[src/sv/scp_pkg.sv]
`default_nettype none
// ----------------------------------------------------------------------------
// scp_pkg
// Shared types and constants of the serial command register parser: channel
// payloads, the command record passed from parser to executor, and codes.
// ----------------------------------------------------------------------------
package scp_pkg;

  localparam int PARAM_COUNT  = 8;
  localparam int NUMBER_CHARS = 8;
  localparam int QUEUE_DEPTH  = 2;

  localparam int TBL_IDX_W = $clog2(PARAM_COUNT);
  localparam int CNT_W     = $clog2(NUMBER_CHARS + 1);
  localparam int QPTR_W    = (QUEUE_DEPTH > 1) ? $clog2(QUEUE_DEPTH) : 1;
  localparam int QCNT_W    = $clog2(QUEUE_DEPTH + 1);
  localparam int ACC_W     = 17;
  localparam int PROD_W    = ACC_W + 4;
  localparam int VAL_W     = 3;
  localparam int REG_LIMIT = 7;
  localparam int REG_MAX   = (PARAM_COUNT - 1 < REG_LIMIT) ? PARAM_COUNT - 1 : REG_LIMIT;

  localparam logic [ACC_W-1:0] ACC_CAP = {ACC_W{1'b1}};
  localparam logic [15:0] TBL_ENTRY1_RESET = 16'd10;

  localparam logic [7:0] MARKER [4] = '{8'h24, 8'h43, 8'h4D, 8'h44};

  localparam logic [7:0] CH_NUL   = 8'h00;
  localparam logic [7:0] CH_COMMA = 8'h2C;
  localparam logic [7:0] CH_CR    = 8'h0D;
  localparam logic [7:0] CH_PLUS  = 8'h2B;
  localparam logic [7:0] CH_MINUS = 8'h2D;
  localparam logic [7:0] CH_W     = 8'h57;
  localparam logic [7:0] CH_R     = 8'h52;
  localparam logic [7:0] CH_N     = 8'h4E;

  typedef enum logic [2:0] {
    PH_HUNT,
    PH_SKIP1,
    PH_LETTER,
    PH_SKIP2,
    PH_REG,
    PH_VAL,
    PH_DRAIN
  } phase_t;

  typedef enum logic [1:0] {
    NPH_LEAD,
    NPH_DIGITS,
    NPH_DONE
  } nphase_t;

  typedef enum logic [2:0] {
    ACT_IGNORED,
    ACT_PARAM_WRITE,
    ACT_PARAM_READ,
    ACT_REBOOT,
    ACT_SLEEP,
    ACT_ACTIVE,
    ACT_ALARM,
    ACT_NOOP
  } action_t;

  typedef enum logic [1:0] {
    ERR_OK,
    ERR_NO_COMMA,
    ERR_NO_CR,
    ERR_UNKNOWN_CTRL
  } err_t;

  typedef enum logic [VAL_W-1:0] {
    CTRL_NONE,
    CTRL_REBOOT,
    CTRL_SLEEP,
    CTRL_ACTIVE,
    CTRL_ALARM,
    CTRL_RSVD5,
    CTRL_RSVD6,
    CTRL_RSVD7
  } ctrl_t;

  typedef struct packed {
    logic [7:0] rx_byte;
    logic       end_of_message;
  } in_t;

  typedef struct packed {
    action_t     action;
    err_t        status_code;
    logic [7:0]  command_letter;
    logic [7:0]  register_number;
    logic [15:0] reply_value;
    logic        sleep_forced;
    logic        alarm_on;
  } out_t;

  typedef struct packed {
    logic                 complete;
    err_t                 err;
    logic [7:0]           letter;
    logic [7:0]           reg_num;
    logic                 args_ok;
    logic [TBL_IDX_W-1:0] reg_idx;
    logic [VAL_W-1:0]     val;
  } cmd_rec_t;

endpackage
`default_nettype wire

[src/sv/serial_command_register_parser.sv]
`default_nettype none
// ----------------------------------------------------------------------------
// serial_command_register_parser
// Parses "$CMD" messages from a byte stream and executes parameter table
// writes, reads and control actions, at most one outcome per message.
//
//   channel   ports                          payload
//   input     in_valid / in_stall / in_data  rx_byte, end_of_message
//   result    out_valid / out_stall / out_data
//                                            action, status_code, command_letter,
//                                            register_number, reply_value,
//                                            sleep_forced, alarm_on
//
// one byte accepted per cycle while in_stall is low; the parser updates phase
// and the x10 accumulate in the same cycle
// a message's record goes through the record queue, then the output register
// reset is synchronous; the parameter table comes up with entry one at 10
// out_stall holds the output register, then the two-entry record queue fills
// and raises in_stall
// ----------------------------------------------------------------------------
module serial_command_register_parser (
  input  wire logic          clk,
  input  wire logic          rst_n,
  input  wire logic          in_valid,
  output logic               in_stall,
  input  wire scp_pkg::in_t  in_data,
  output logic               out_valid,
  input  wire logic          out_stall,
  output scp_pkg::out_t      out_data
);
  import scp_pkg::*;

  cmd_rec_t front_rec, q_head;
  logic     front_push, q_full, q_not_empty, q_pop, take;

  assign in_stall = q_full;
  assign take     = in_valid && !q_full;

  scp_front u_front (
    .clk     (clk),
    .rst_n   (rst_n),
    .take    (take),
    .in_data (in_data),
    .push    (front_push),
    .rec     (front_rec)
  );

  scp_queue u_queue (
    .clk       (clk),
    .rst_n     (rst_n),
    .push      (front_push),
    .push_rec  (front_rec),
    .pop       (q_pop),
    .full      (q_full),
    .not_empty (q_not_empty),
    .head      (q_head)
  );

  scp_exec u_exec (
    .clk       (clk),
    .rst_n     (rst_n),
    .q_valid   (q_not_empty),
    .q_rec     (q_head),
    .pop       (q_pop),
    .out_valid (out_valid),
    .out_stall (out_stall),
    .out_data  (out_data)
  );

endmodule
`default_nettype wire

[src/sv/scp_front.sv]
`default_nettype none
// ----------------------------------------------------------------------------
// scp_front
// Byte parser: marker hunt, letter capture, atoi-style number accumulation,
// and at most one command record per message pushed toward the executor.
// ----------------------------------------------------------------------------
module scp_front (
  input  wire logic              clk,
  input  wire logic              rst_n,
  input  wire logic              take,
  input  wire scp_pkg::in_t      in_data,
  output logic                   push,
  output scp_pkg::cmd_rec_t      rec
);
  import scp_pkg::*;

  typedef struct packed {
    logic [ACC_W-1:0] acc;
    logic             neg;
    nphase_t          nph;
  } num_t;

  localparam num_t NUM_CLEAR = '{acc: '0, neg: 1'b0, nph: NPH_LEAD};

  phase_t           phase_r, phase_pre, phase_nxt, src_phase;
  logic [1:0]       mm_r, mm_nxt;
  logic [7:0]       letter_r, letter_nxt;
  logic [CNT_W-1:0] cnt_r, cnt_nxt;
  num_t             regn_r, regn_nxt, valn_r, valn_nxt;
  logic [7:0]       b;
  logic             eom, emit_done, emit_inc, marker_hit;

  function automatic num_t feed(input logic [7:0] ch, input num_t cur);
    num_t             res;
    logic [PROD_W-1:0] prod;
    logic             is_digit;
    res      = cur;
    is_digit = (ch >= 8'h30) && (ch <= 8'h39);
    prod     = ({4'b0, cur.acc} << 3) + ({4'b0, cur.acc} << 1)
             + {{(PROD_W-4){1'b0}}, ch[3:0]};
    case (cur.nph)
      NPH_LEAD: begin
        if (ch inside {8'h20, [8'h09:8'h0D]}) begin
          res.nph = NPH_LEAD;
        end else if (ch == CH_PLUS) begin
          res.nph = NPH_DIGITS;
        end else if (ch == CH_MINUS) begin
          res.neg = 1'b1;
          res.nph = NPH_DIGITS;
        end else if (is_digit) begin
          res.acc = {{(ACC_W-4){1'b0}}, ch[3:0]};
          res.nph = NPH_DIGITS;
        end else begin
          res.nph = NPH_DONE;
        end
      end
      NPH_DIGITS: begin
        if (is_digit) begin
          res.acc = (prod > {4'b0, ACC_CAP}) ? ACC_CAP : prod[ACC_W-1:0];
        end else begin
          res.nph = NPH_DONE;
        end
      end
      default: res = cur;
    endcase
    return res;
  endfunction

  function automatic logic [7:0] report(input num_t n);
    if (n.neg && n.acc != '0) return 8'd0;
    return (n.acc > ACC_W'(255)) ? 8'd255 : n.acc[7:0];
  endfunction

  function automatic logic in_range(input num_t n, input int unsigned lim);
    return (!n.neg || n.acc == '0) && (n.acc <= ACC_W'(lim));
  endfunction

  assign b          = in_data.rx_byte;
  assign eom        = in_data.end_of_message;
  assign marker_hit = (b == MARKER[mm_r]);

  // phase sequencing
  always_comb begin
    phase_pre = phase_r;
    if (phase_r == PH_DRAIN) begin
      phase_pre = PH_DRAIN;
    end else if (b == CH_NUL) begin
      phase_pre = PH_DRAIN;
    end else begin
      case (phase_r)
        PH_HUNT:   if (marker_hit && mm_r == 2'd3) phase_pre = PH_SKIP1;
        PH_SKIP1:  phase_pre = PH_LETTER;
        PH_LETTER: phase_pre = PH_SKIP2;
        PH_SKIP2:  phase_pre = PH_REG;
        PH_REG:    if (b == CH_COMMA) phase_pre = PH_VAL;
        PH_VAL:    if (b == CH_CR) phase_pre = PH_DRAIN;
        default:   phase_pre = PH_DRAIN;
      endcase
    end
    phase_nxt = eom ? PH_HUNT : phase_pre;
  end

  // datapath and record
  always_comb begin
    mm_nxt     = mm_r;
    letter_nxt = letter_r;
    cnt_nxt    = cnt_r;
    regn_nxt   = regn_r;
    valn_nxt   = valn_r;
    emit_done  = 1'b0;
    emit_inc   = 1'b0;
    src_phase  = phase_pre;
    if (phase_r != PH_DRAIN) begin
      if (b == CH_NUL) begin
        emit_inc  = (phase_r != PH_HUNT);
        src_phase = phase_r;
      end else begin
        case (phase_r)
          PH_HUNT: begin
            if (marker_hit) begin
              mm_nxt = mm_r + 2'd1;
            end else begin
              mm_nxt = (b == MARKER[0]) ? 2'd1 : 2'd0;
            end
          end
          PH_LETTER: letter_nxt = b;
          PH_SKIP2:  cnt_nxt = '0;
          PH_REG: begin
            if (b == CH_COMMA) begin
              cnt_nxt = '0;
            end else if (cnt_r < CNT_W'(NUMBER_CHARS)) begin
              cnt_nxt  = cnt_r + CNT_W'(1);
              regn_nxt = feed(b, regn_r);
            end
          end
          PH_VAL: begin
            if (b == CH_CR) begin
              emit_done = 1'b1;
            end else if (cnt_r < CNT_W'(NUMBER_CHARS)) begin
              cnt_nxt  = cnt_r + CNT_W'(1);
              valn_nxt = feed(b, valn_r);
            end
          end
          default: ;
        endcase
      end
    end
    if (eom && !emit_done && !emit_inc && phase_pre != PH_HUNT && phase_pre != PH_DRAIN) begin
      emit_inc = 1'b1;
    end

    rec.complete = emit_done;
    rec.letter   = letter_nxt;
    rec.args_ok  = in_range(regn_nxt, REG_MAX) && in_range(valn_nxt, REG_LIMIT);
    rec.reg_idx  = regn_nxt.acc[TBL_IDX_W-1:0];
    rec.val      = valn_nxt.acc[VAL_W-1:0];
    if (emit_done) begin
      rec.err     = ERR_OK;
      rec.reg_num = report(regn_nxt);
    end else if (src_phase == PH_VAL) begin
      rec.err     = ERR_NO_CR;
      rec.reg_num = report(regn_nxt);
    end else begin
      rec.err     = ERR_NO_COMMA;
      rec.reg_num = 8'd0;
    end
    push = take && (emit_done || emit_inc);

    if (eom) begin
      mm_nxt     = 2'd0;
      letter_nxt = 8'd0;
      cnt_nxt    = '0;
      regn_nxt   = NUM_CLEAR;
      valn_nxt   = NUM_CLEAR;
    end else if (phase_pre == PH_SKIP1 && phase_r == PH_HUNT) begin
      mm_nxt = 2'd0;
    end
  end

  always_ff @(posedge clk) begin
    if (!rst_n) begin
      phase_r  <= PH_HUNT;
      mm_r     <= 2'd0;
      letter_r <= 8'd0;
      cnt_r    <= '0;
      regn_r   <= NUM_CLEAR;
      valn_r   <= NUM_CLEAR;
    end else if (take) begin
      phase_r  <= phase_nxt;
      mm_r     <= mm_nxt;
      letter_r <= letter_nxt;
      cnt_r    <= cnt_nxt;
      regn_r   <= regn_nxt;
      valn_r   <= valn_nxt;
    end
  end

endmodule
`default_nettype wire

[src/sv/scp_queue.sv]
`default_nettype none
// ----------------------------------------------------------------------------
// scp_queue
// Short record queue between parser and executor so each side stalls alone.
// ----------------------------------------------------------------------------
module scp_queue (
  input  wire logic              clk,
  input  wire logic              rst_n,
  input  wire logic              push,
  input  wire scp_pkg::cmd_rec_t push_rec,
  input  wire logic              pop,
  output logic                   full,
  output logic                   not_empty,
  output scp_pkg::cmd_rec_t      head
);
  import scp_pkg::*;

  cmd_rec_t          mem_r [QUEUE_DEPTH];
  logic [QPTR_W-1:0] wr_ptr_r, wr_ptr_nxt, rd_ptr_r, rd_ptr_nxt;
  logic [QCNT_W-1:0] cnt_r, cnt_nxt;
  logic              do_push, do_pop;

  assign full      = (cnt_r == QCNT_W'(QUEUE_DEPTH));
  assign not_empty = (cnt_r != '0);
  assign head      = mem_r[rd_ptr_r];
  assign do_push   = push && !full;
  assign do_pop    = pop && not_empty;

  always_comb begin
    wr_ptr_nxt = wr_ptr_r;
    rd_ptr_nxt = rd_ptr_r;
    cnt_nxt    = cnt_r;
    if (do_push) begin
      wr_ptr_nxt = (wr_ptr_r == QPTR_W'(QUEUE_DEPTH - 1)) ? '0 : wr_ptr_r + QPTR_W'(1);
    end
    if (do_pop) begin
      rd_ptr_nxt = (rd_ptr_r == QPTR_W'(QUEUE_DEPTH - 1)) ? '0 : rd_ptr_r + QPTR_W'(1);
    end
    if (do_push && !do_pop) begin
      cnt_nxt = cnt_r + QCNT_W'(1);
    end else if (do_pop && !do_push) begin
      cnt_nxt = cnt_r - QCNT_W'(1);
    end
  end

  always_ff @(posedge clk) begin
    if (!rst_n) begin
      wr_ptr_r <= '0;
      rd_ptr_r <= '0;
      cnt_r    <= '0;
    end else begin
      wr_ptr_r <= wr_ptr_nxt;
      rd_ptr_r <= rd_ptr_nxt;
      cnt_r    <= cnt_nxt;
    end
  end

  always_ff @(posedge clk) begin
    if (do_push) begin
      mem_r[wr_ptr_r] <= push_rec;
    end
  end

endmodule
`default_nettype wire

[src/sv/scp_exec.sv]
`default_nettype none
// ----------------------------------------------------------------------------
// scp_exec
// Command executor: parameter table, sleep and alarm flags, and the output
// register of the result channel.
// ----------------------------------------------------------------------------
module scp_exec (
  input  wire logic              clk,
  input  wire logic              rst_n,
  input  wire logic              q_valid,
  input  wire scp_pkg::cmd_rec_t q_rec,
  output logic                   pop,
  output logic                   out_valid,
  input  wire logic              out_stall,
  output scp_pkg::out_t          out_data
);
  import scp_pkg::*;

  logic [15:0] tbl_r [PARAM_COUNT];
  logic        sleep_r, sleep_nxt, alarm_r, alarm_nxt;
  logic        out_valid_r, out_valid_nxt;
  out_t        out_data_r, res;
  logic        tbl_we;

  assign pop       = q_valid && (!out_valid_r || !out_stall);
  assign out_valid = out_valid_r;
  assign out_data  = out_data_r;

  always_comb begin
    sleep_nxt           = sleep_r;
    alarm_nxt           = alarm_r;
    tbl_we              = 1'b0;
    res.action          = ACT_IGNORED;
    res.status_code     = q_rec.err;
    res.command_letter  = q_rec.letter;
    res.register_number = q_rec.reg_num;
    res.reply_value     = 16'd0;
    if (q_rec.complete && q_rec.args_ok) begin
      case (q_rec.letter)
        CH_W: begin
          if (q_rec.reg_idx == '0) begin
            case (ctrl_t'(q_rec.val))
              CTRL_REBOOT: res.action = ACT_REBOOT;
              CTRL_SLEEP: begin
                res.action = ACT_SLEEP;
                sleep_nxt  = 1'b1;
              end
              CTRL_ACTIVE: begin
                res.action = ACT_ACTIVE;
                sleep_nxt  = 1'b0;
              end
              CTRL_ALARM: begin
                res.action = ACT_ALARM;
                alarm_nxt  = 1'b1;
              end
              default: res.status_code = ERR_UNKNOWN_CTRL;
            endcase
            if (res.status_code != ERR_UNKNOWN_CTRL) begin
              res.reply_value = {{(16-VAL_W){1'b0}}, q_rec.val};
            end
          end else begin
            tbl_we          = 1'b1;
            res.action      = ACT_PARAM_WRITE;
            res.reply_value = {{(16-VAL_W){1'b0}}, q_rec.val};
          end
        end
        CH_R: begin
          res.action      = ACT_PARAM_READ;
          res.reply_value = (q_rec.reg_idx == '0) ? 16'd0 : tbl_r[q_rec.reg_idx];
        end
        CH_N:    res.action = ACT_NOOP;
        default: res.action = ACT_IGNORED;
      endcase
    end
    res.sleep_forced = sleep_nxt;
    res.alarm_on     = alarm_nxt;
    out_valid_nxt    = pop ? 1'b1 : (out_valid_r && out_stall);
  end

  always_ff @(posedge clk) begin
    if (!rst_n) begin
      out_valid_r <= 1'b0;
      sleep_r     <= 1'b0;
      alarm_r     <= 1'b0;
      for (int i = 0; i < PARAM_COUNT; i++) begin
        tbl_r[i] <= (i == 1) ? TBL_ENTRY1_RESET : 16'd0;
      end
    end else begin
      out_valid_r <= out_valid_nxt;
      if (pop) begin
        sleep_r <= sleep_nxt;
        alarm_r <= alarm_nxt;
        if (tbl_we) begin
          tbl_r[q_rec.reg_idx] <= {{(16-VAL_W){1'b0}}, q_rec.val};
        end
      end
    end
  end

  always_ff @(posedge clk) begin
    if (pop) begin
      out_data_r <= res;
    end
  end

endmodule
`default_nettype wire

[config.mk]
export PLATFORM = sky130hd
export DESIGN_NAME = serial_command_register_parser
export DESIGN_NICKNAME = d
export VERILOG_FILES = /design/src/sv/scp_pkg.sv /design/src/sv/serial_command_register_parser.sv /design/src/sv/scp_front.sv /design/src/sv/scp_queue.sv /design/src/sv/scp_exec.sv
export SDC_FILE = /design/constraint.sdc
export NUM_CORES = 1
export LEC_CHECK = 0
export BUFFER_PORTS_ARGS = -buffer_cell sky130_fd_sc_hd__buf_2
export CAP_MARGIN = 10
export CORE_MARGIN = 3
export CORE_UTILIZATION = 43
export DETAILED_ROUTE_END_ITERATION = 8
export GPL_TIMING_DRIVEN = 0
export PLACE_DENSITY = 0.59
export SYNTH_ARGS = -nofsm -noshare
export SYNTH_HDL_FRONTEND = slang
export SYNTH_HIERARCHICAL = 1
export SYNTH_SLANG_ARGS = --single-unit
[constraint.sdc]
create_clock -name clk -period 6.3 [get_ports clk]
set_input_delay 0.63 -clock clk [delete_from_list [all_inputs] [get_ports clk]]
set_output_delay 0.63 -clock clk [all_outputs]
set_load 0.01 [all_outputs]
# After elaboration in Yosys (flattened, before gate mapping)
# Memory sizes are Yosys's and may differ from the RTL's. A register that Yosys moved wholly into a read port is not among the register bits.
# Index checks and enable logic that the tools add are counted.
# word_totals
regBits	103
mem_bits_rw	84
in_bits	13
output_inout_bits	41
memories	2
# op_classes
n_addsub	10
n_lt_le_gt_ge	11
n_eq_ne	36
muxes	128
bitwise_logic	1
reduce_logical	62
# memory_table
memory	depth	word_bits	rd	rd_clocked_by_memory_dff	wr	line	rtl
u_queue.mem_r	2	26	1	1	1	scp_queue.sv:18	cmd_rec_t mem_r [QUEUE_DEPTH];
u_exec.tbl_r	8	4	1	0	8	scp_exec.sv:19	logic [15:0] tbl_r [PARAM_COUNT];
# op_table
cell	count
20-bit two-way mux	12
17-bit two-way mux	8
8-bit two-way mux	12
18-bit two-way mux	4
17-bit one-hot mux with 2 select lines	2
2-bit two-way mux	22
20-bit by 18-bit adder with 21-bit output	2
21-bit by 4-bit adder with 21-bit output	2
21-bit by 17-bit greater-than comparator with 1-bit output, second input constant	2
8-bit by 6-bit equality test with 1-bit output, second input constant	5
1-bit two-way mux	39
17-bit by 3-bit <= comparator with 1-bit output, second input constant	2
17-bit logical NOT	2
3-bit two-way mux	11
16-bit two-way mux	2
16-bit one-hot mux with 2 select lines	1
4-bit two-way mux	7
8-bit by 7-bit equality test with 1-bit output, second input constant	3
1-bit logical AND	21
3-bit != test, second input constant	6
3-bit one-hot mux with 6 select lines	1
3-bit nonzero test	6
17-bit by 8-bit greater-than comparator with 1-bit output, second input constant	1
17-bit nonzero test	1
36 further kinds	74

# Logic depth before layout (Yosys ltp)
# Gate-level depths: netlist of the first run.
# logic_depth
ltp_word	21
ltp_mapped	17

# By module
# The synthesis of the first run kept the hierarchy.
# modules_own_cells
module	instances	cells_each	area_per_inst_um2	seq_area_each_um2
scp_front	1	824	6085.8	1141.1
scp_exec	1	187	2516.2	1521.5
scp_queue	1	106	2110.8	1661.6
serial_command_register_parser	1	1	13.8	0.0

# Worst setup path after synthesis of the first run
# OpenSTA, ideal clock, no wires.
# synth_path
path_kind	input to register
from	in in_data[4] (netlist bit)
to	mem u_queue/mem_r[0][6] (netlist bit), data pin
setup_ns	0.181
arrival_time_ns	4.618
slack_ns	1.501
path_stages	14
path_buffers	1
cell_sequence	clkbuf_1 > inv_1 > fa_1 > fa_1 > nand2b_1 > a21oi_1 > o21ai_1 > o31ai_1 > mux2i_2 > nand4_2 > o21ai_2 > nand4_1 > or4_1 > nor4b_2
# synth_lines
item	line	rtl
start, declared	serial_command_register_parser.sv:26	input wire scp_pkg::in_t in_data,
end, declared	scp_queue.sv:18	

==> results of run 1 <==
[where the power goes]
| part | leakage [nW] | internal [W] | total [W] | switching, W |
|---|---|---|---|---|
| logic | 2.95 | 0.0000275 | 0.0000924 | 0.0000650 |
| registers | 1.41 | 0.00115 | 0.00115 | 0.00000329 |
| clock network | 0.287 | 0.000594 | 0.00104 | 0.000451 |
| total | 4.65 | 0.00177 | 0.00229 | 0.000519 |
[cells by family after synthesis]
| logic type | Yosys count |
|---|---|
| AO/OA/AOI/OAI | 312 |
| other | 1 |
| XOR/XNOR | 30 |
| multiplexers | 48 |
| adder cells (fa/ha/maj) | 76 |
| buffers and inverters | 103 |
| flip-flops | 166 |
| AND/OR/NAND/NOR | 382 |
[final cells by class]
type,count,share of cell area
clock inverters,15,0.0136
inverters,42,0.0131
plain buffers,60,0.0277
repair buffers,42,0.0212
well taps,324,0.0337
multi-input cells,860,0.495
flip-flops and latches,166,0.360
clock buffers,17,0.0354
[Yosys cell counts, drive strengths merged, types with 32 or more instances]
library cell | n | area (um^2)
nor2 | 109 | 417
edfxtp | 100 | 3000
a21oi | 92 | 464
nand2 | 80 | 300
ha | 72 | 901
o21ai | 67 | 339
dfxtp | 66 | 1320
inv | 41 | 154
clkbuf | 37 | 159
mux2 | 37 | 417
nor3 | 35 | 200
and2 | 32 | 200
[metal layers]
| metal | share of wire | global-route usage | vias to the layer above |
|---|---|---|---|
| li1 | - | - | 4269 |
| met1 | 0.47 | 0.289 | 4127 |
| met2 | 0.45 | 0.332 | 282 |
| met3 | 0.057 | 0.0381 | 34 |
| met4 | 0.017 | 0.0531 | 0 |
| met5 | 0 | 0 | - |
[placed cells by master, fill, tap and decap left out, types with 34 or more instances in the layout]
| cell type | netlist | layout |
|---|---|---|
| ha_1 | 72 | 72 |
| dfxtp_1 | 66 | 66 |
| inv_1 | 40 | 40 |
| nand2_1 | 80 | 80 |
| a21oi_1 | 91 | 91 |
| clkbuf_1 | 35 | 34 |
| edfxtp_1 | 100 | 100 |
| buf_2 | 4 | 44 |
| mux2_2 | 37 | 37 |
| nor2_1 | 108 | 108 |
| o21ai_0 | 58 | 58 |
[state kept, by name (all words and copies together) (netlist names), named ones only]
register	cells
u_queue/mem_r	52
u_front/letter_r	8
u_front/valn_r	20
u_queue/rd_ptr_r	1
u_exec/tbl_r	22
u_exec/alarm_r	1
u_exec/out_valid	1
u_queue/wr_ptr_r	1
u_front/mm_r	2
u_exec/sleep_r	1
u_queue/cnt_r	2
u_exec/out_data	27
u_front/cnt_r	4
u_front/phase_r	3
u_front/regn_r	20
[worst register-to-register path, stage by stage, from the launching register on]
cell and delay, ps:
dfxtp_1 430, inv_1 100, fa_1 490, fa_1 480, nand2b_1 190, a21oi_1 240
o21ai_1 200, o31ai_1 480, mux2i_2 570, nand4_2 380, o21ai_1 440, a31oi_1 230
or4_1 530, nor4b_2 390
[repair_timing]
item | 4_1_cts | 5_1_grt
buffers inserted | 0 | 0
setup endpoints to repair | 0 | 2
hold buffers | 0 | 0
[how the worst max path moves through the flow]
stage	startpoint	to	slack [ps]	cells after the start
global route	in_data[4]	u_queue/mem_r[0][6]	320	14
global placement	in_data[4]	u_queue/mem_r[0][6]	-130	15
CTS	in_data[4]	u_queue/mem_r[0][6]	320	15
finish	in_data[4]	u_queue/mem_r[0][6]	600	14
floorplan	in_data[4]	u_queue/mem_r[0][6]	1500	14
detailed placement	in_data[4]	u_queue/mem_r[1][6]	-90	15
[metrics by stage]
step	hold WS, ps	area, um^2
floorplan	421	10800
finish	453	12000
detailed placement	442	11400
global route	471	12000
CTS	452	12000
global placement	429	11400
==> results.md, run 1 <==
| Result | This run |
|---|---|
| Overall routed net length | 27400 um |
| Register bit count reported by yosys | 166 |
| Fraction of synthesized area in multiplexers | 0.0541 |
| Largest family of logic cells by synthesized area | compound AO/OA/AOI/OAI gates |
| Hold Path Depth | 2 |
| Wire length of the first global-routing pass | 44100 um |
| Maximum number of pins on one net before global-route repair | 36 |
| Routed vias/inst | 5.71 |
| Area of the multi-input gates | 0.00596 mm^2 |
| Post-synthesis adder-cell area fraction | 0.0914 |
| Number of nets in the final layout | 1278 |
| Post-synthesis async set-or-reset flop share | 0 |
| Worst-margin pin slew | 1110 ps |
| Count of max-cap constraint violations | 0 |
| Worst path buffer plus inverter count | 2 |
| Final core utilization | 0.493 |
| Hold crit path type | register to register |
| Post-route insts no fill | 1526 |
| Clock network latency to the later pin of the worst-skew pair | 420 ps |
| Area of the placeable core | 0.0244 mm^2 |
| Internal reg-to-reg setup slack | 940 ps |
| Startpoint type of the worst setup path | primary input |
| Simple logic cell fraction of the synthesized area | 0.190 |
| Quantity of I/O buffers inserted on ports | 40 |
| Post-cts repair resize count | 0 |
| Final number of max-transition violations | 0 |
| Cell Pwr Density | 190 mW/mm^2 |
| Initial Util | 0.440 |
| Iteration-0 DRC Markers | 778 |
| Portion of the post-synthesis area used by sequential elements | 0.403 |
| Master of the slowest instance on the critical path | fa_1 |
| RSZ-0062 raised after global routing | no |
| Proportion of layout cells with a drive suffix above 1 | 0.141 |
| Die Ht | 164 um |
| Worst EP required | 6500 ps |
| Destination of the worst hold path | u_exec/tbl_r[1][3] |
| Cts bufs inserted | 17 |
| Number of enable-type register cells in the synthesized netlist | 100 |
| Capturing element type of the critical path | register |
| Accumulated negative setup slack | 0 ps |
| Compound-gate portion of the synthesized area | 0.190 |
| Number of fill cells in the layout | 2358 |
| Drt pass-1 iters | 5 |
| Static leakage power | 4.65 nW |
| Predominant post-synthesis flop cell | edfxtp_1 |
| CP Class | primary input to register |
| Sequential cell area | 0.00432 mm^2 |
| Number of top-level design ports | 54 |
| Smallest setup slack after layout | 597 ps |
| Maximum VDD drop | 0.175 mV |
| Relative max-transition margin | 0.257 |
| Part of the cycle the worst path needs | 0.905 |
| Number of instances in the synthesized netlist | 1118 |
| Clock tree from TritonCTS | yes |
| Number of placement rows | 57 |
| Remaining Overflow, GRT | 0 |
| Total of warnings raised by yosys | 6 |
| Max stage delay on crit path | 570 ps |
| Die area | 0.0269 mm^2 |
| Antenna violations before repair | 0 |
| Dpl hpwl | 20400 um |
| Final setup fails | 0 |
| Dpl ws | -86.2 ps |
| Status | finished clean |
| Overall power after layout | 0.00229 W |
| Number of design rule violations left after detail routing | 0 |
| End of the worst register-to-register path | u_queue/mem_r[0][6] |
| Hold Fails Final Rpt | 0 |
| Syn-to-layout area delta | 12.1% |
| Highest achievable clock rate | 0.175 GHz |
| Count of placed standard cells including taps | 1494 |
| Number of antenna cells inserted | 0 |
| Clock transition at path regs | 70 ps |
| Final weighted congestion in routability-driven placement | 0.886 |
| H-tree levels | 4 |
| Gr usage total | 0.207 |
| Die boundary width | 164 um |
| Cell chosen for the clock root | clkbuf_16 |
| TritonCTS Sinks | 166 |
| Reg2reg path depth | 13 |
| Setup Skew | 11.5 ps |
| Worst reg2reg startpoint | u_front/regn_r[5] |
| HP Start | u_exec/tbl_r[1][3] |
| Number of global-route vias before repair | 8183 |
| Remaining number of nets flagged by the antenna check after routing | 0 |
| Post-detailed-route wirelength per cell | 18.0 um |
| Cell Chain, Critical Path | buf_2 > inv_1 > fa_1 > fa_1 > nand2b_1 > a21oi_1 > o21ai_1 > o31ai_1 > mux2i_2 > nand4_2 > o21ai_1 > a31oi_1 > or4_1 > nor4b_2 |
| Family of cells with the greatest summed delay on the critical path | compound AO/OA/AOI/OAI gates |
| CTS Buffer Depth | 2 |
| Clock period minus final worst setup slack | 5700 ps |
| Per-instance average area after synthesis | 9.59 um^2 |
| Via count | 8712 |
| Xor and xnor area share after synthesis | 0.0245 |
| Critical Path AT | 5900 ps |
| Highest net fanout along the worst path | 14 |
| Distinct cell type count after synthesis | 97 |
| Netlist area before placement | 0.0107 mm^2 |
(Power assumes the default switching activity.)
==> run 2: changes to the inputs <==
Settings changed: ABC_AREA set to 1, CELL_PAD_IN_SITES_DETAIL_PLACEMENT set to 1, CELL_PAD_IN_SITES_GLOBAL_PLACEMENT set to 2, CORE_UTILIZATION 43 to 37, PLACE_DENSITY 0.59 to 0.81.
==> run 2 against run 1 <==
Critical path depth is 10 higher. Cell count rose by 33%. First-iteration DRC count is 25% lower. Clock-buffer cell count is 1 higher. Routed wire length grew 35%. Highest routed layer unchanged.
==> results.md, run 2 <==
| Result | This run | Change |
|---|---|---|
| Status | finished clean |  |
| Antenna violations before repair | 0 | unchanged |
| Internal power consumption | 0.00181 W | +2.7% |
| Number of global-route vias before repair | 10971 | +34% |
| Remaining number of nets flagged by the antenna check after routing | 0 | unchanged |
| Final core utilization | 0.423 | -0.0699 |
| Most common library cell in the layout ignoring fill and taps | nand2_1 |  |
| Iteration-0 DRC Markers | 583 | -25% |
| Worst-margin pin slew | 1180 ps | +68.1 ps |
| Number of antenna cells inserted | 0 | unchanged |
| Dpl hpwl | 29000 um | +42% |
| Final setup fails | 0 | unchanged |
| Number of placement rows | 64 | +12% |
| Total net switching power | 0.000564 W | +8.6% |
| Final weighted congestion in routability-driven placement | 0.853 | -3.7% |
| Clock period minus final worst setup slack | 4440 ps | -1260 ps |
| Die boundary width | 183 um | +12% |
| Cell Chain, Critical Path | buf_2 > inv_2 > fa_1 > fa_1 > nor2_2 > o21ai_1 > nand2_1 > nand2_1 > nand2_1 > nand2_1 > nand2_1 > nand2_2 > nor2_4 > buf_6 > nand3_1 > a21oi_2 > nand2_1 > nor2_1 > nand2_1 > nor2_1 > nand3_1 > nand2_2 > nand2_4 > nor2_1 |  |
| Count of max-cap constraint violations | 0 | unchanged |
| Commonest cells after routing, fill and taps aside | nand2_1, nor2_1, inv_1 |  |
| Smallest setup slack after layout | 1860 ps | +1260 ps |
| Sequential group share of total power | 0.484 | -0.019 |
| Master of the slowest instance on the critical path | fa_1 |  |
| Portion of the post-synthesis area used by sequential elements | 0.373 | -0.0299 |
| Wire length of the first global-routing pass | 59400 um | +35% |
| TritonCTS Sinks | 166 | unchanged |
| Cts bufs inserted | 17 | unchanged |
| Final number of max-transition violations | 0 | unchanged |
| Highest net fanout along the worst path | 10 | -4 |
| # hold bufs at CTS | 0 | unchanged |
| Leading cell types by count after synthesis | nand2_1, nor2_1, inv_1, a21oi_1, edfxtp_1 |  |
| Relative max-transition margin | 0.210 | -0.0464 |
| Distinct cell type count after synthesis | 60 | -38% |
| Predominant post-synthesis flop cell | edfxtp_1 |  |
| Clock tree from TritonCTS | yes |  |
| Maximum VDD drop | 0.157 mV | -9.8% |
| Proportion of power drawn by the clock network | 0.467 | +0.010 |
| Hold Fails Final Rpt | 0 | unchanged |
| Gr usage total | 0.225 | +0.0175 |
| Hold crit path type | register to register |  |
| Via count | 10423 | +20% |
| Largest area contributor in the netlist | edfxtp_1 |  |
| Number of design rule violations left after detail routing | 0 | unchanged |
| Number of top-level design ports | 54 | unchanged |
| Share of the synthesized area in the top cell type | 0.259 | -0.0207 |
| Die Ht | 183 um | +12% |
| Syn-to-layout area delta | 12.2% |  |
| RSZ-0062 raised after global routing | no |  |
| Routed vias/inst | 5.12 | -10% |
| Part of the cycle the worst path needs | 0.705 | -0.200 |
| Post-cts repair resize count | 0 | unchanged |
| Worst EP required | 6540 ps | +40 ps |
| Number of instances in the synthesized netlist | 1551 | +39% |
| Max stage delay on crit path | 570 ps | about the same |
| Largest register FFs | 52 | unchanged |
| Overall power after layout | 0.00238 W | +4.0% |
| Accumulated negative setup slack | 0 ps | unchanged |
| Net Sw Frac | 0.237 | +0.00995 |
| Largest register by flop count | u_queue/mem_r |  |
| Part of the total power dissipated in combinational logic | 0.048 | +0.008 |
| Capturing element type of the critical path | register |  |
| Post-detailed-route wirelength per cell | 18.2 um | +1.6% |
| Maximum number of pins on one net before global-route repair | 30 | -17% |
| Critical Path AT | 4680 ps | -1220 ps |
| CTS Buffer Depth | 2 | unchanged |
| Most used cell, CP | nand2_1 |  |
| Dpl ws | 1460 ps | +1550 ps |
| Cell Pwr Density | 183 mW/mm^2 | -3.8% |
| Register bit count reported by yosys | 166 | unchanged |
| Post-synthesis async set-or-reset flop share | 0 | unchanged |
| Fin Hold WS | 470 ps | +16.8 ps |
| Most common cell in the netlist | nand2_1 |  |
| CP Class | primary input to register |  |
| Remaining Overflow, GRT | 0 | unchanged |
| Proportion of layout cells with a drive suffix above 1 | 0.115 | -0.0267 |
| Clock network latency to the later pin of the worst-skew pair | 440 ps | +20 ps |
| Overall routed net length | 37100 um | +35% |
| Static leakage power | 5.94 nW | +28% |
| Number of nets in the final layout | 1714 | +34% |
| Startpoint type of the worst setup path | primary input |  |
| Netlist area before placement | 0.0116 mm^2 | +8.0% |
| Post CTS Setup Buffer Count | 0 | unchanged |
| Area of the placeable core | 0.0307 mm^2 | +26% |
| Initial Util | 0.377 | -0.0630 |
| Cell chosen for the clock root | clkbuf_16 |  |
| Quantity of I/O buffers inserted on ports | 41 | +2.5% |
| Clock transition at path regs | 70 ps | about the same |
| Highest achievable clock rate | 0.225 GHz | +28% |
| H-tree levels | 4 | unchanged |
| Per-instance average area after synthesis | 7.47 um^2 | -22% |
| Total of warnings raised by yosys | 6 | unchanged |
| Number of enable-type register cells in the synthesized netlist | 100 | unchanged |
| Setup Skew | 14.2 ps | +2.65 ps |
| Die area | 0.0335 mm^2 | +25% |
| Area contributors post-synth | edfxtp_1, nand2_1, dfxtp_1 |  |
| Drt pass-1 iters | 7 | +2 |
run 2: layout make-up:
type,instances,area (um^2)
multi-input cells,1166,6330
plain buffers,47,290
well taps,396,495
flip-flops and latches,166,4320
clock inverters,14,185
inverters,183,689
fillers,3863,17700
repair buffers,44,255
clock buffers,18,429
run 2: critical path: cells and delay by family:
family | cells | cell delay, ps
compound gates | 2 | 450
simple gates | 17 | 1890
fa+ha+maj | 2 | 1100
buf+inv | 3 | 590
run 2: logic make-up after synthesis:
family,count (synthesis),synth area share
and+or+nand+nor,787,0.290
DFF,166,0.373
other,1,0.000324
buffers and inverters,230,0.0846
muxes,27,0.0327
xor gates and xnor gates,24,0.0181
AOI/OAI and AO/OA,240,0.117
adders and majority gates,76,0.0847
run 2: power groups by stage:
stage,sequential (W),clock (W),combinational [W]
5_1_grt,0.00115,0.00118,0.000128
3_5_place_dp,0.00118,0,0.000115
3_3_place_gp,0.00118,0,0.000113
2_1_floorplan,0.00118,0,0.0000697
6_report,0.00115,0.00111,0.000115
4_1_cts,0.00115,0.00114,0.000116
run 2: final timing paths:
check / from / to / slack, ps / cells after the start
worst max-delay path: in_data[4] / u_queue/mem_r[0][12] / 1860 / 24
worst min-delay path: u_front/letter_r[7] / u_front/letter_r[7] / 470 / 2
worst max register to register: u_front/valn_r[3] / u_queue/mem_r[0][6] / 1880 / 21
worst min register to register: u_front/letter_r[7] / u_front/letter_r[7] / 470 / 2
run 2: through the flow:
step                instances  instance area [um^2]
floorplan                1562                 11600
global placement         1999                 12300
detailed placement       2002                 12400
CTS                      2034                 13000
global route             2034                 13000
finish                   2034                 13000
run 2: metal layers:
| metal | vias up | track usage | wire length (um) |
|---|---|---|---|
| met3 | 49 | 0.0299 | 869 |
| met2 | 145 | 0.409 | 18600 |
| met4 | 0 | 0.0634 | 768 |
| met5 | - | 0 | 0 |
| met1 | 4996 | 0.278 | 16800 |
| li1 | 5233 | - | - |
==> run 3: changes to the inputs <==
Clock period 6.3 ns to 4.3 ns, I/O delays scaled along.
==> run 3 against run 2 <==
Combinational power is 48% higher. Largest power group unchanged. Clock skew increased by 0.59 ps. Critical path type is now register to register. Cell count grew 0.25%. Sequential power is 47% higher.
==> results.md, run 3 (synthesis gave the netlist of run 2 again) <==
| Result | This run | Change |
|---|---|---|
| Die area | 0.0335 mm^2 | unchanged |
| Most used cell, CP | nand2_1 |  |
| Relative max-transition margin | 0.211 | +0.000436 |
| Count of max-cap constraint violations | 0 | unchanged |
| Setup Skew | 14.8 ps | +0.591 ps |
| Cell Pwr Density | 267 mW/mm^2 | +46% |
| Quantity of I/O buffers inserted on ports | 41 | unchanged |
| Worst path buffer plus inverter count | 1 | -2 |
| Startpoint type of the worst setup path | register |  |
| Proportion of power drawn by the clock network | 0.468 | about the same |
| Smallest setup slack after layout | 303 ps | -1550 ps |
| Drt pass-1 iters | 5 | -2 |
| Number of design rule violations left after detail routing | 0 | unchanged |
| Largest register by flop count | u_queue/mem_r |  |
| Worst EP required | 4570 ps | -1970 ps |
| CP Class | register to register |  |
| Worst-margin pin slew | 1180 ps | -0.653 ps |
| Number of fill cells in the layout | 3858 | -0.13% |
| Static leakage power | 5.97 nW | +0.47% |
| Highest net fanout along the worst path | 8 | -2 |
| Cell chosen for the clock root | clkbuf_16 |  |
| Accumulated negative setup slack | 0 ps | unchanged |
| Initial Util | 0.377 | unchanged |
| Commonest cells after routing, fill and taps aside | nand2_1, nor2_1, inv_1 |  |
| Post-detailed-route wirelength per cell | 18.3 um | about the same |
| Number of placement rows | 64 | unchanged |
| Wire length of the first global-routing pass | 59400 um | unchanged |
| CTS Buffer Depth | 2 | unchanged |
| Cts bufs inserted | 17 | unchanged |
| Number of antenna cells inserted | 0 | unchanged |
| Clock tree from TritonCTS | yes |  |
| Area of all placed cells without fillers | 0.0131 mm^2 | +0.56% |
| Final weighted congestion in routability-driven placement | 0.853 | unchanged |
| Die boundary width | 183 um | unchanged |
| Master of the slowest instance on the critical path | dfxtp_1 |  |
| Via count | 10425 | +0.019% |
| Remaining Overflow, GRT | 0 | unchanged |
| Antenna violations before repair | 0 | unchanged |
| Clock network latency to the later pin of the worst-skew pair | 440 ps | about the same |
| Iteration-0 DRC Markers | 561 | -3.8% |
| Hold crit path type | primary input to register |  |
| Internal power consumption | 0.00266 W | +47% |
| Status | finished clean |  |
| Proportion of layout cells with a drive suffix above 1 | 0.124 | +0.00878 |
| Cell area after placement | 0.0124 mm^2 | unchanged |
| TritonCTS Sinks | 166 | unchanged |
| Capturing element type of the critical path | register |  |
| Die Ht | 183 um | unchanged |
| Largest register FFs | 52 | unchanged |
| Number of global-route vias before repair | 10971 | unchanged |
| Net Sw Frac | 0.238 | +0.00119 |
| Dpl hpwl | 29000 um | unchanged |
| Final setup fails | 0 | unchanged |
| Final number of max-transition violations | 0 | unchanged |
| Routed vias/inst | 5.11 | -0.23% |
| H-tree levels | 4 | unchanged |
| Gr usage total | 0.225 | unchanged |
| Number of top-level design ports | 54 | unchanged |
| Clock transition at path regs | 70 ps | about the same |
| Dpl ws | -338 ps | -1800 ps |
| # hold bufs at CTS | 0 | unchanged |
| Total net switching power | 0.000831 W | +47% |
| Sequential group share of total power | 0.484 | about the same |
| Overall power after layout | 0.00349 W | +47% |
| Clock period minus final worst setup slack | 4000 ps |  |
| Remaining number of nets flagged by the antenna check after routing | 0 | unchanged |
| Cell Chain, Critical Path | ha_1 > ha_1 > a21oi_1 > a21oi_1 > nor2_1 > nand3_1 > nand2_1 > nand2_1 > nor2_2 > nand2_2 > clkinv_1 > nand3_1 > a21boi_1 > nand3_1 > nor2_4 > nand2_1 > nor2_1 > nand2_1 > nor2_1 |  |
| RSZ-0062 raised after global routing | no |  |
| Maximum VDD drop | 0.233 mV | +48% |
| Family of cells with the greatest summed delay on the critical path | simple AND/OR/NAND/NOR gates |  |
| Critical Path AT | 4270 ps | -410 ps |
| Syn-to-layout area delta | 12.9% |  |
| Number of nets in the final layout | 1719 | +0.29% |
| Maximum number of pins on one net before global-route repair | 30 | unchanged |
| Part of the cycle the worst path needs | 0.929 |  |
| Hold Fails Final Rpt | 0 | unchanged |
| Overall routed net length | 37200 um | +0.32% |
| Highest achievable clock rate | 0.250 GHz |  |
| Max stage delay on crit path | 460 ps | -110 ps |
| Area of the placeable core | 0.0307 mm^2 | unchanged |
| Part of the total power dissipated in combinational logic | 0.049 | about the same |
| Most common library cell in the layout ignoring fill and taps | nand2_1 |  |
==> run 3: worst min-delay path, stage by stage <==
cell and delay [ps]:
buf_2 120, nand2_1 60, a21oi_1 50
==> run 3: layer usage <==
| layer | track usage | vias up | wire length, um |
|---|---|---|---|
| met3 | 0.0299 | 46 | 969 |
| li1 | - | 5241 | - |
| met5 | 0 | - | 0 |
| met2 | 0.409 | 140 | 18700 |
| met4 | 0.0634 | 0 | 763 |
| met1 | 0.278 | 4998 | 16800 |
==> run 3: final timing paths <==
path                        from                   to  slack (ps)  cells past startpoint
max           u_front/valn_r[16]  u_queue/mem_r[0][6]         300                     19
min                    out_stall     u_exec/out_valid         270                      3
max reg2reg   u_front/valn_r[16]  u_queue/mem_r[0][6]         300                     19
min reg2reg  u_front/letter_r[7]  u_front/letter_r[7]         470                      2
==> run 3: power by group through the flow <==
stage / Combinational (W) / Clock (W) / Sequential [W]
global placement: 0.000165 / 0 / 0.00172
finish: 0.000170 / 0.00163 / 0.00169
floorplan: 0.000102 / 0 / 0.00172
detailed placement: 0.000169 / 0 / 0.00172
global route: 0.000187 / 0.00174 / 0.00169
CTS: 0.000170 / 0.00166 / 0.00169
==> run 3: repair_timing <==
item	CTS	global route
buffers inserted	0	5
setup endpoints to repair	9	18
gates resized for setup	3	11
pin swaps	1	2
hold endpoints to repair	0	0
==> run 3: cell type report <==
cell class / count / area (um^2) / share of cell area
buffer: 47 / 290 / 0.0222
clock buffer: 18 / 429 / 0.0328
clock inverter: 14 / 185 / 0.0142
inverter: 183 / 689 / 0.0527
multi-input combinational: 1166 / 6360 / 0.487
sequential: 166 / 4330 / 0.331
tap: 396 / 495 / 0.0379
timing repair buffer: 49 / 293 / 0.0224
==> run 3: metrics by stage <==
step | hold slack [ps] | cells | utilization
CTS | 254 | 2034 | 0.423
finish | 268 | 2039 | 0.425
detailed placement | 456 | 2002 | 0.403
global route | 265 | 2039 | 0.425
global placement | 443 | 1999 | 0.401
floorplan | 422 | 1562 | -
